<file path="src/ttcw_pkg.sv">
`default_nettype none

package ttcw_pkg;

    localparam int DEF_SCREEN_WIDTH  = 80;
    localparam int DEF_SCREEN_HEIGHT = 25;
    localparam int DEF_TAB_STOP      = 8;

    localparam int CHAR_W  = 8;
    localparam int COLOR_W = 8;
    localparam int CIDX_W  = 11;
    localparam int ROW_W   = 5;
    localparam int COL_W   = 7;
    localparam int POS_W   = 11;
    localparam int POS_FULL_W = 13;

    localparam int S_TDATA_W = 24;
    localparam int M_TDATA_W = 40;

    localparam logic [POS_FULL_W-1:0] HW_PITCH = 13'd80;

    localparam logic [CHAR_W-1:0] CH_BELL  = 8'h07;
    localparam logic [CHAR_W-1:0] CH_BACK  = 8'h08;
    localparam logic [CHAR_W-1:0] CH_TAB   = 8'h09;
    localparam logic [CHAR_W-1:0] CH_LF    = 8'h0A;
    localparam logic [CHAR_W-1:0] CH_CR    = 8'h0D;
    localparam logic [CHAR_W-1:0] CH_SPACE = 8'h20;

    localparam logic [15:0]        CELL_BLANK       = 16'h0720;
    localparam logic [COLOR_W-1:0] TEXT_COLOR_RESET = 8'h07;

    typedef enum logic [2:0] {
        ST_CLEAR,
        ST_IDLE,
        ST_READ,
        ST_ADV,
        ST_SCROLL,
        ST_DONE
    } t_state;

    typedef struct packed {
        logic                updated;
        logic [POS_W-1:0]    pos;
        logic [COL_W-1:0]    col;
        logic [ROW_W-1:0]    row;
        logic [COLOR_W-1:0]  color;
        logic [CHAR_W-1:0]   glyph;
    } t_result;

endpackage

`default_nettype wire

</file>
<file path="src/ttcw_ctrl.sv">
`default_nettype none

module ttcw_ctrl import ttcw_pkg::*; #(
    parameter int SCREEN_WIDTH  = DEF_SCREEN_WIDTH,
    parameter int SCREEN_HEIGHT = DEF_SCREEN_HEIGHT,
    parameter int TAB_STOP      = DEF_TAB_STOP,
    parameter int AW            = $clog2(SCREEN_WIDTH * SCREEN_HEIGHT)
) (
    input  wire logic               i_clk,
    input  wire logic               i_rst_n,
    input  wire logic               i_in_valid,
    output logic                    o_in_ready,
    input  wire logic               i_action,
    input  wire logic [CHAR_W-1:0]  i_char,
    input  wire logic [CIDX_W-1:0]  i_cidx,
    input  wire logic [COLOR_W-1:0] i_text_color,
    output logic                    o_res_valid,
    input  wire logic               i_res_ready,
    output t_result                 o_res,
    output logic                    o_we,
    output logic      [AW-1:0]      o_waddr,
    output logic      [15:0]        o_wdata,
    output logic      [AW-1:0]      o_raddr,
    input  wire logic [15:0]        i_rdata
);

    localparam int CC = SCREEN_WIDTH * SCREEN_HEIGHT;
    localparam int RW = $clog2(SCREEN_HEIGHT);
    localparam int CW = $clog2(SCREEN_WIDTH);
    localparam int PW = $clog2(TAB_STOP);
    localparam int NW = $clog2(TAB_STOP + 1);
    localparam int XW = (AW > CIDX_W) ? AW : CIDX_W;

    t_state              r_state, n_state;
    logic [AW:0]         r_addr, n_addr;
    logic                r_cp_vld, n_cp_vld;
    logic [AW-1:0]       r_cp_dst, n_cp_dst;
    logic [RW-1:0]       r_row, n_row;
    logic [CW-1:0]       r_col, n_col;
    logic [PW-1:0]       r_phase, n_phase;
    logic [NW-1:0]       r_cnt, n_cnt;
    logic [CHAR_W-1:0]   r_glyph, n_glyph;
    logic                r_lf, n_lf;
    logic                r_rd_ok, n_rd_ok;
    logic [CHAR_W-1:0]   r_res_glyph, n_res_glyph;
    logic [COLOR_W-1:0]  r_res_color, n_res_color;
    logic                r_upd, n_upd;

    logic [AW-1:0]         cur_addr, bs_addr;
    logic [CW-1:0]         bs_col;
    logic [CW:0]           col_inc;
    logic                  wrap, last_row;
    logic [PW-1:0]         phase_inc, phase_dec;
    logic [XW-1:0]         cidx_x;
    logic                  rd_ok;
    logic [NW-1:0]         tab_n;
    logic [POS_FULL_W-1:0] pos_full;

    assign cur_addr  = AW'(AW'(r_row) * AW'(SCREEN_WIDTH)) + AW'(r_col);
    assign bs_col    = (r_col != '0) ? r_col - 1'b1 : r_col;
    assign bs_addr   = AW'(AW'(r_row) * AW'(SCREEN_WIDTH)) + AW'(bs_col);
    assign col_inc   = {1'b0, r_col} + 1'b1;
    assign wrap      = (col_inc >= (CW+1)'(SCREEN_WIDTH)) || r_lf;
    assign last_row  = (r_row == RW'(SCREEN_HEIGHT - 1));
    assign phase_inc = (r_phase == PW'(TAB_STOP - 1)) ? '0 : r_phase + 1'b1;
    assign phase_dec = (r_phase == '0) ? PW'(TAB_STOP - 1) : r_phase - 1'b1;
    assign cidx_x    = XW'(i_cidx);
    assign rd_ok     = ({1'b0, cidx_x} < (XW+1)'(CC));
    assign tab_n     = NW'(TAB_STOP) - NW'(r_phase);
    assign pos_full  = POS_FULL_W'(r_row) * HW_PITCH + POS_FULL_W'(r_col);

    assign o_res.glyph   = r_res_glyph;
    assign o_res.color   = r_res_color;
    assign o_res.row     = ROW_W'(r_row);
    assign o_res.col     = COL_W'(r_col);
    assign o_res.pos     = pos_full[POS_W-1:0];
    assign o_res.updated = r_upd;

    always_ff @(posedge i_clk) begin
        if (!i_rst_n) begin
            r_state  <= ST_CLEAR;
            r_addr   <= '0;
            r_cp_vld <= 1'b0;
            r_row    <= '0;
            r_col    <= '0;
            r_phase  <= '0;
            r_cnt    <= '0;
        end else begin
            r_state  <= n_state;
            r_addr   <= n_addr;
            r_cp_vld <= n_cp_vld;
            r_row    <= n_row;
            r_col    <= n_col;
            r_phase  <= n_phase;
            r_cnt    <= n_cnt;
        end
    end

    always_ff @(posedge i_clk) begin
        r_cp_dst    <= n_cp_dst;
        r_glyph     <= n_glyph;
        r_lf        <= n_lf;
        r_rd_ok     <= n_rd_ok;
        r_res_glyph <= n_res_glyph;
        r_res_color <= n_res_color;
        r_upd       <= n_upd;
    end

    always_comb begin
        n_state     = r_state;
        n_addr      = r_addr;
        n_cp_vld    = 1'b0;
        n_cp_dst    = r_cp_dst;
        n_row       = r_row;
        n_col       = r_col;
        n_phase     = r_phase;
        n_cnt       = r_cnt;
        n_glyph     = r_glyph;
        n_lf        = r_lf;
        n_rd_ok     = r_rd_ok;
        n_res_glyph = r_res_glyph;
        n_res_color = r_res_color;
        n_upd       = r_upd;
        o_in_ready  = 1'b0;
        o_res_valid = 1'b0;
        o_we        = 1'b0;
        o_waddr     = cur_addr;
        o_wdata     = {i_text_color, r_glyph};
        o_raddr     = cidx_x[AW-1:0];

        case (r_state)
            ST_CLEAR: begin
                o_we    = 1'b1;
                o_waddr = r_addr[AW-1:0];
                o_wdata = CELL_BLANK;
                n_addr  = r_addr + 1'b1;
                if (r_addr == (AW+1)'(CC - 1)) begin
                    n_state = ST_IDLE;
                end
            end
            ST_IDLE: begin
                o_in_ready = 1'b1;
                if (i_in_valid) begin
                    n_upd       = 1'b0;
                    n_res_glyph = '0;
                    n_res_color = '0;
                    if (i_action) begin
                        n_rd_ok = rd_ok;
                        n_state = ST_READ;
                    end else begin
                        case (i_char)
                            CH_CR: begin
                                n_col   = '0;
                                n_phase = '0;
                                n_state = ST_DONE;
                            end
                            CH_BELL: begin
                                n_state = ST_DONE;
                            end
                            CH_BACK: begin
                                n_col   = bs_col;
                                n_phase = (r_col != '0) ? phase_dec : r_phase;
                                o_we    = 1'b1;
                                o_waddr = bs_addr;
                                o_wdata = {i_text_color, CH_SPACE};
                                n_state = ST_DONE;
                            end
                            CH_TAB: begin
                                n_glyph = CH_SPACE;
                                n_lf    = 1'b0;
                                n_cnt   = tab_n;
                                n_upd   = 1'b1;
                                n_state = ST_ADV;
                            end
                            CH_LF: begin
                                n_glyph = i_char;
                                n_lf    = 1'b1;
                                n_cnt   = NW'(1);
                                n_upd   = 1'b1;
                                n_state = ST_ADV;
                            end
                            default: begin
                                n_glyph = i_char;
                                n_lf    = 1'b0;
                                n_cnt   = NW'(1);
                                n_upd   = 1'b1;
                                n_state = ST_ADV;
                            end
                        endcase
                    end
                end
            end
            ST_READ: begin
                n_res_glyph = r_rd_ok ? i_rdata[7:0] : '0;
                n_res_color = r_rd_ok ? i_rdata[15:8] : '0;
                n_state     = ST_DONE;
            end
            ST_ADV: begin
                o_we  = !r_lf;
                n_cnt = r_cnt - 1'b1;
                if (wrap) begin
                    n_col   = '0;
                    n_phase = '0;
                    if (last_row) begin
                        n_addr  = (AW+1)'(SCREEN_WIDTH);
                        n_state = ST_SCROLL;
                    end else begin
                        n_row   = r_row + 1'b1;
                        n_state = (n_cnt == '0) ? ST_DONE : ST_ADV;
                    end
                end else begin
                    n_col   = col_inc[CW-1:0];
                    n_phase = phase_inc;
                    n_state = (n_cnt == '0) ? ST_DONE : ST_ADV;
                end
            end
            ST_SCROLL: begin
                // read row below, write one row up on the next cycle
                o_raddr = r_addr[AW-1:0];
                if (r_addr < (AW+1)'(CC)) begin
                    n_cp_vld = 1'b1;
                    n_cp_dst = r_addr[AW-1:0] - AW'(SCREEN_WIDTH);
                    n_addr   = r_addr + 1'b1;
                end
                o_we    = r_cp_vld;
                o_waddr = r_cp_dst;
                o_wdata = i_rdata;
                if (r_addr == (AW+1)'(CC) && r_cp_vld) begin
                    n_state = (r_cnt == '0) ? ST_DONE : ST_ADV;
                end
            end
            ST_DONE: begin
                o_res_valid = 1'b1;
                if (i_res_ready) begin
                    n_state = ST_IDLE;
                end
            end
            default: begin
                n_state = ST_IDLE;
            end
        endcase
    end

    a_read_goes_to_read: assert property (@(posedge i_clk) disable iff (!i_rst_n)
        (i_in_valid && o_in_ready && i_action) |=> (r_state == ST_READ))
        else $error("read transfer did not start a cell read");

    a_copy_only_in_scroll: assert property (@(posedge i_clk) disable iff (!i_rst_n)
        r_cp_vld |-> (r_state == ST_SCROLL))
        else $error("scroll copy write outside scroll");

    a_phase_tracks_col: assert property (@(posedge i_clk) disable iff (!i_rst_n)
        (r_col == '0) |-> (r_phase == '0))
        else $error("tab phase out of step with column");

    a_cursor_in_range: assert property (@(posedge i_clk) disable iff (!i_rst_n)
        (r_row <= RW'(SCREEN_HEIGHT - 1)) && ({1'b0, r_col} < (CW+1)'(SCREEN_WIDTH)))
        else $error("cursor outside the screen");

    a_result_holds: assert property (@(posedge i_clk) disable iff (!i_rst_n)
        (r_state == ST_DONE && !i_res_ready) |=> (r_state == ST_DONE))
        else $error("result dropped before transfer");

endmodule

`default_nettype wire

</file>
<file path="config.mk">
export PLATFORM = sky130hd
export DESIGN_NAME = ttcw_ctrl
export DESIGN_NICKNAME = d
export VERILOG_FILES = /design/src/ttcw_pkg.sv /design/src/ttcw_ctrl.sv
export SDC_FILE = /design/constraint.sdc
export NUM_CORES = 1
export LEC_CHECK = 0
export ABC_AREA = 1
export BUFFER_PORTS_ARGS = -buffer_cell sky130_fd_sc_hd__buf_2
export CAP_MARGIN = 20
export CORE_AREA = 2 2 135 137
export CTS_BUF_LIST = sky130_fd_sc_hd__clkbuf_8
export DETAILED_ROUTE_END_ITERATION = 8
export DIE_AREA = 0 0 137 139
export PLACE_DENSITY = 0.49
export SYNTH_ARGS = -nofsm -noshare
export SYNTH_HDL_FRONTEND = slang
export SYNTH_SLANG_ARGS = --single-unit
</file>
<file path="constraint.sdc">
create_clock -name i_clk -period 3.9 [get_ports i_clk]
set_input_delay 0.39 -clock i_clk [delete_from_list [all_inputs] [get_ports i_clk]]
set_output_delay 0.39 -clock i_clk [all_outputs]
set_load 0.02 [all_outputs]
</file>
Word-level counts from Yosys, hierarchy flattened
Cells that the tools add are included.

Input bits: 48. Bits in registers: 73. Logic and storage cells: 140.

Magnitude comparators: 3. Bitwise gates (word level): 3. Reduce and logical (&&, ||, !) cells: 24. Multiplexer cells: 57. Multipliers: 2. Eq/ne operators: 25. Add/subtract/negate cells: 12.

Operator list (count): 2-to-1 mux 3 bit (16); 2-to-1 mux 8 bit (6); one-hot mux 16 bit (3 select lines) (1); one-hot mux 8 bit (2 select lines) (3); 2-to-1 mux 11 bit (4); 2-to-1 mux 12 bit (3); one-hot mux 12 bit (3 select lines) (1); adder 11 x 7 -> 11 bit (3); one-hot mux 11 bit (3 select lines) (1); equality test 8 x 4 -> 1 bit (second input constant) (4); 2-to-1 mux 7 bit (4); one-hot mux 7 bit (2 select lines) (2); equality test 12 x 11 -> 1 bit (second input constant) (2); AND reduction 4 bit (5); inequality test 2 bit (second input constant) (9); one-hot mux 3 bit (6 select lines) (1); one-hot mux 4 bit (2 select lines) (2); multiplier 5 x 3 -> 7 bit (second input constant) (2); adder 12 x 1 -> 12 bit (second input constant) (1); less-than comparator 12 x 11 -> 1 bit (second input constant) (1); one-hot mux 3 bit (2 select lines) (2); less-than comparator 11 bit (second input constant) (1); subtractor 11 x 7 -> 11 bit (second input constant) (1); equality test 3 bit (second input constant) (3); 30 further kinds (48).

Depth between registers and ports, before layout
Word-level depth: 7. Gate-level depth with buffers: 15. Gate-level depth less buffers: 15.

Worst setup path before layout
OpenSTA, ideal clock, no wires.

Path type: register -> output. Start: register r_col[0]. End: output o_waddr[10]. Data required time: 3.510 ns. Path buffers: 0. Setup slack: 0.739 ns. Data arrival time: 2.771 ns. Stages on the path, launching flop included: 14. Cell sequence: dfxtp_1 -> inv_1 -> ha_1 -> nand2_1 -> nor3_1 -> nor3_1 -> ha_1 -> inv_1 -> fa_1 -> o21bai_1 -> nand2_1 -> nor2_1 -> xor2_1 -> o2111ai_1.

Cells in the longest elaborated chain, start to end: 7. Elaborated cells on any way between the ends: 9. Those cells by class: add/sub (3); mux (5); reduce/logical (1).

Ends and longest elaborated chain: start, declared (RTL line ttcw_ctrl.sv:39) `logic [CW-1:0] r_col, n_col;`; start signal, assigned (RTL line ttcw_ctrl.sv:93) `r_col <= n_col;`; subtractor 7 x 1 -> 7 bit / nonzero test 7 bit (equally long branches) (RTL line ttcw_ctrl.sv:60) `assign bs_col = (r_col != '0) ? r_col - 1'b1 : r_col;`; 2-to-1 mux 7 bit (RTL line ttcw_ctrl.sv:60); adder 11 x 7 -> 11 bit (RTL line ttcw_ctrl.sv:61) `assign bs_addr = AW'(AW'(r_row) * AW'(SCREEN_WIDTH)) + AW'(bs_col);`; 2-to-1 mux 11 bit (RTL line ttcw_ctrl.sv:151) `case (i_char)`; 2-to-1 mux 11 bit (RTL line ttcw_ctrl.sv:147) `if (i_action) begin`; 2-to-1 mux 11 bit (RTL line ttcw_ctrl.sv:143) `if (i_in_valid) begin`; one-hot mux 11 bit (3 select lines) * (RTL line ttcw_ctrl.sv:131) `case (r_state)`; end, declared (RTL line ttcw_ctrl.sv:21) `output logic [AW-1:0] o_waddr,`.

Mark *: on every way between the ends. The rest lies on a longest branch, timed or not.

Worst setup path after layout
Start: register r_col[4]. End: output o_waddr[10].

The elaborated chain is that of the path after synthesis.

==> impl_results.md <==
* DR vias at 4921
* Drt total wl at 16000 um
* Hold Crit Class: in2reg
* Area share of the largest cell type after synthesis at 0.220
* Cell area after synthesis at 5180 sq um
* Clk Latency, worst-skew pair at 0.38 ns
* I/O pins at 129
* GP Congestion at 0.823
* Switch share at 0.260
* Clk root buf: clkbuf_8
* Tmin final at 3.54 ns
* Slowest CP cell: dfxtp_1
* Synth Flop Type: edfxtp_1
* Worst hold slack at 0.198 ns
* Design Area, Final at 6210 sq um
* Rel. slew slack at 0.455
* Slowest stage delay, CP at 0.45 ns
* Max-slew violation count at 0
* I/O Buffers at 128
* Post-DP HPWL at 12500 um
* Most instantiated cells after synthesis: nand2_1, inv_1, nor2_1, o21ai_0, nand3_1
* PD cells at 253 nW/um^2
* Total CTS buffers at 9
* Worst vdd ir at 0.152 mV
* Hold bufs inserted after CTS at 0
* Pint at 0.00116 W
* Yosys cell types at 45
* Clock tree from TritonCTS: done
* Area growth syn-to-layout at 19.9%
* Largest area contributor in the netlist: edfxtp_1
* Die width at 137 um
* Status: finished, final reports clean
* Final period util at 0.907
* ANT cells at 0
* Reg power frac at 0.516
* Global router's overall resource usage at 0.167
* Most numerous cell in the Yosys netlist: nand2_1
* Tightest Pin Transition at 0.811 ns
* Startpoint type of the worst setup path: flip-flop
* Layout cell share with drive strength beyond 1 at 0.230
* Clk_skew at 0.00856 ns
* YS warnings at 0
* Worst Path Required at 3.51 ns
* Crit path kind: reg2out
* Fmax achieved at 283 MHz
* Critical Path AT at 3.15 ns
* Post CTS Setup Buffer Count at 0
* Synth top area cells: edfxtp_1, dfxtp_1, nand2_1
* Syn nets at 784
* Clock Power Share at 0.424
* Total die area at 19000 sq um
* Clock tree sinks at 73
* Die H at 139 um
* Initial core utilization at 0.293
* DRC viols at 0
* Final setup violation count at 0
* Syn Inst Count at 704
* Crit-path cells: inv_1 -> nand2_2 -> nor3_2 -> nand3_1 -> inv_2 -> nor3_2 -> ha_1 -> inv_1 -> fa_1 -> o21bai_1 -> nand2_1 -> nor2_1 -> xor2_1 -> o2111ai_1 -> buf_2
* Rows at 49
* WL per Instance at 15.2 um
* Nets at 898
* DP Area at 5990 sq um
* Initial DRC count at 283
* RSZ-0062 raised after global routing: no
* Drt first pass iters at 5
* Global-route wire length before repair at 24600 um
* Switching power at 0.000408 W
* Clock-pin slew on the worst setup and hold paths at 0.09 ns
* Comb power frac at 0.060
* Worst Path Max Fanout at 6
* Sequential share of the synthesized area at 0.356
* Routed Antenna Nets at 0
* Ys async rst share at 0
* EDFF count, synth at 38
* Initial antenna violation count at 0
* Static leakage at 2.90 nW
* Largest net degree at the start of global routing at 28
* Setup crit end kind: output pin
* Final setup TNS at 0 ns
* CTS Buffer Depth at 2
* Count of state elements after synthesis at 73
* Core region area at 17700 sq um
* Vias per cell at 4.68
* Vias in the first global route at 4492
* Fin. Hold Viols at 0
* Max_cap viols at 0
* H-Tree Depth at 3
* Grt ovf at 0
* Synth Area per Inst at 7.35 sq um
## per-layer routing
metal / global-route usage / vias to the layer above / wire length, um
li1: - / 2538 / -
met1: 0.228 / 2252 / 7600
met2: 0.270 / 118 / 7440
met3: 0.0263 / 13 / 742
met4: 0.0537 / 0 / 234
met5: 0 / - / 0
## placed cells by master (no fill, tap or decap), drive strengths merged, types with 4 or more instances in the layout
cell | synthesis | final
a21oi | 39 | 39
buf | 14 | 133
clkbuf | 16 | 10
dfxtp | 35 | 35
edfxtp | 38 | 38
ha | 29 | 29
inv | 97 | 100
nand2 | 160 | 160
nand3 | 48 | 48
nor2 | 83 | 83
nor3 | 18 | 18
o2111ai | 10 | 10
o21ai | 55 | 55
o21bai | 4 | 4
o22ai | 5 | 5
xnor2 | 5 | 5
xor2 | 23 | 23
## path summary, 6_finish.rpt
path / cells past startpoint / endpoint / start / slack (ns)
worst max-delay path: 15 / o_waddr[10] / r_col[4] / 0.36
worst min-delay path: 1 / r_glyph[4] / i_char[4] / 0.20
worst max register to register: 9 / r_addr[11] / r_state[0] / 1.60
worst min register to register: 2 / r_cnt[3] / r_cnt[3] / 0.50
## stage by stage
stage | setup WS (ns) | utilization | total power [W] | instances
final | 0.362 | 0.352 | 0.00157 | 1052
after global routing | 0.0666 | 0.352 | 0.00163 | 1052
after CTS | 0.144 | 0.351 | 0.00159 | 1052
after detailed placement | 0.593 | 0.339 | 0.000922 | 1036
after global placement | 0.648 | 0.339 | 0.000923 | 1036
after floorplan | 0.739 | - | 0.000871 | 704
## critical path: cells and delay by family (launching register included)
family / cells / cell delay [ns]
simple gates: 6 / 0.74
compound gates: 2 / 0.40
buf+inv: 4 / 0.48
xor+xnor: 1 / 0.10
flops: 1 / 0.45
fa+ha+maj: 2 / 0.61
## power by group through the flow
stage	sequential, W	combinational (W)	clock (W)
global placement	0.000827	0.0000952	0
floorplan	0.000825	0.0000463	0
finish	0.000810	0.0000938	0.000666
global route	0.000810	0.000106	0.000714
CTS	0.000810	0.0000950	0.000682
detailed placement	0.000828	0.0000944	0
## registers in the layout, summed over array words and instances, names as in the netlist
signal and cells:
r_upd 1, r_lf 1, r_cp_vld 1, r_addr 12, r_glyph 8, r_col 7, r_state 3, r_cp_dst 11
r_cnt 4, r_rd_ok 1, r_res_color 8, r_res_glyph 8, r_row 5, r_phase 3
## cell type report
cell class	instances	area, sq um
clock inverters	6	72.6
fillers	1906	11400
inverters	97	364
clock buffers	10	138
multi-input cells	504	2820
flip-flops and latches	73	1840
well taps	229	287
repair buffers	133	678
## what timing repair did
item,in CTS,in global routing
hold endpoints to repair,0,0
endpoints found under the setup margin,0,2
gates resized for setup,0,3
## kinds of logic (layout without fill, tap and decap cells)
kind of cell / count (synthesis) / count (layout) / share of synthesized area
AOI/OAI and AO/OA: 124 / 124 / 0.142
xor gates and xnor gates: 28 / 28 / 0.0474
adders and majority gates: 32 / 32 / 0.0817
buffers and inverters: 127 / 246 / 0.0998
DFF: 73 / 73 / 0.356
and+or+nand+nor: 320 / 320 / 0.274
Note: power is estimated with default switching activity, not from simulation.
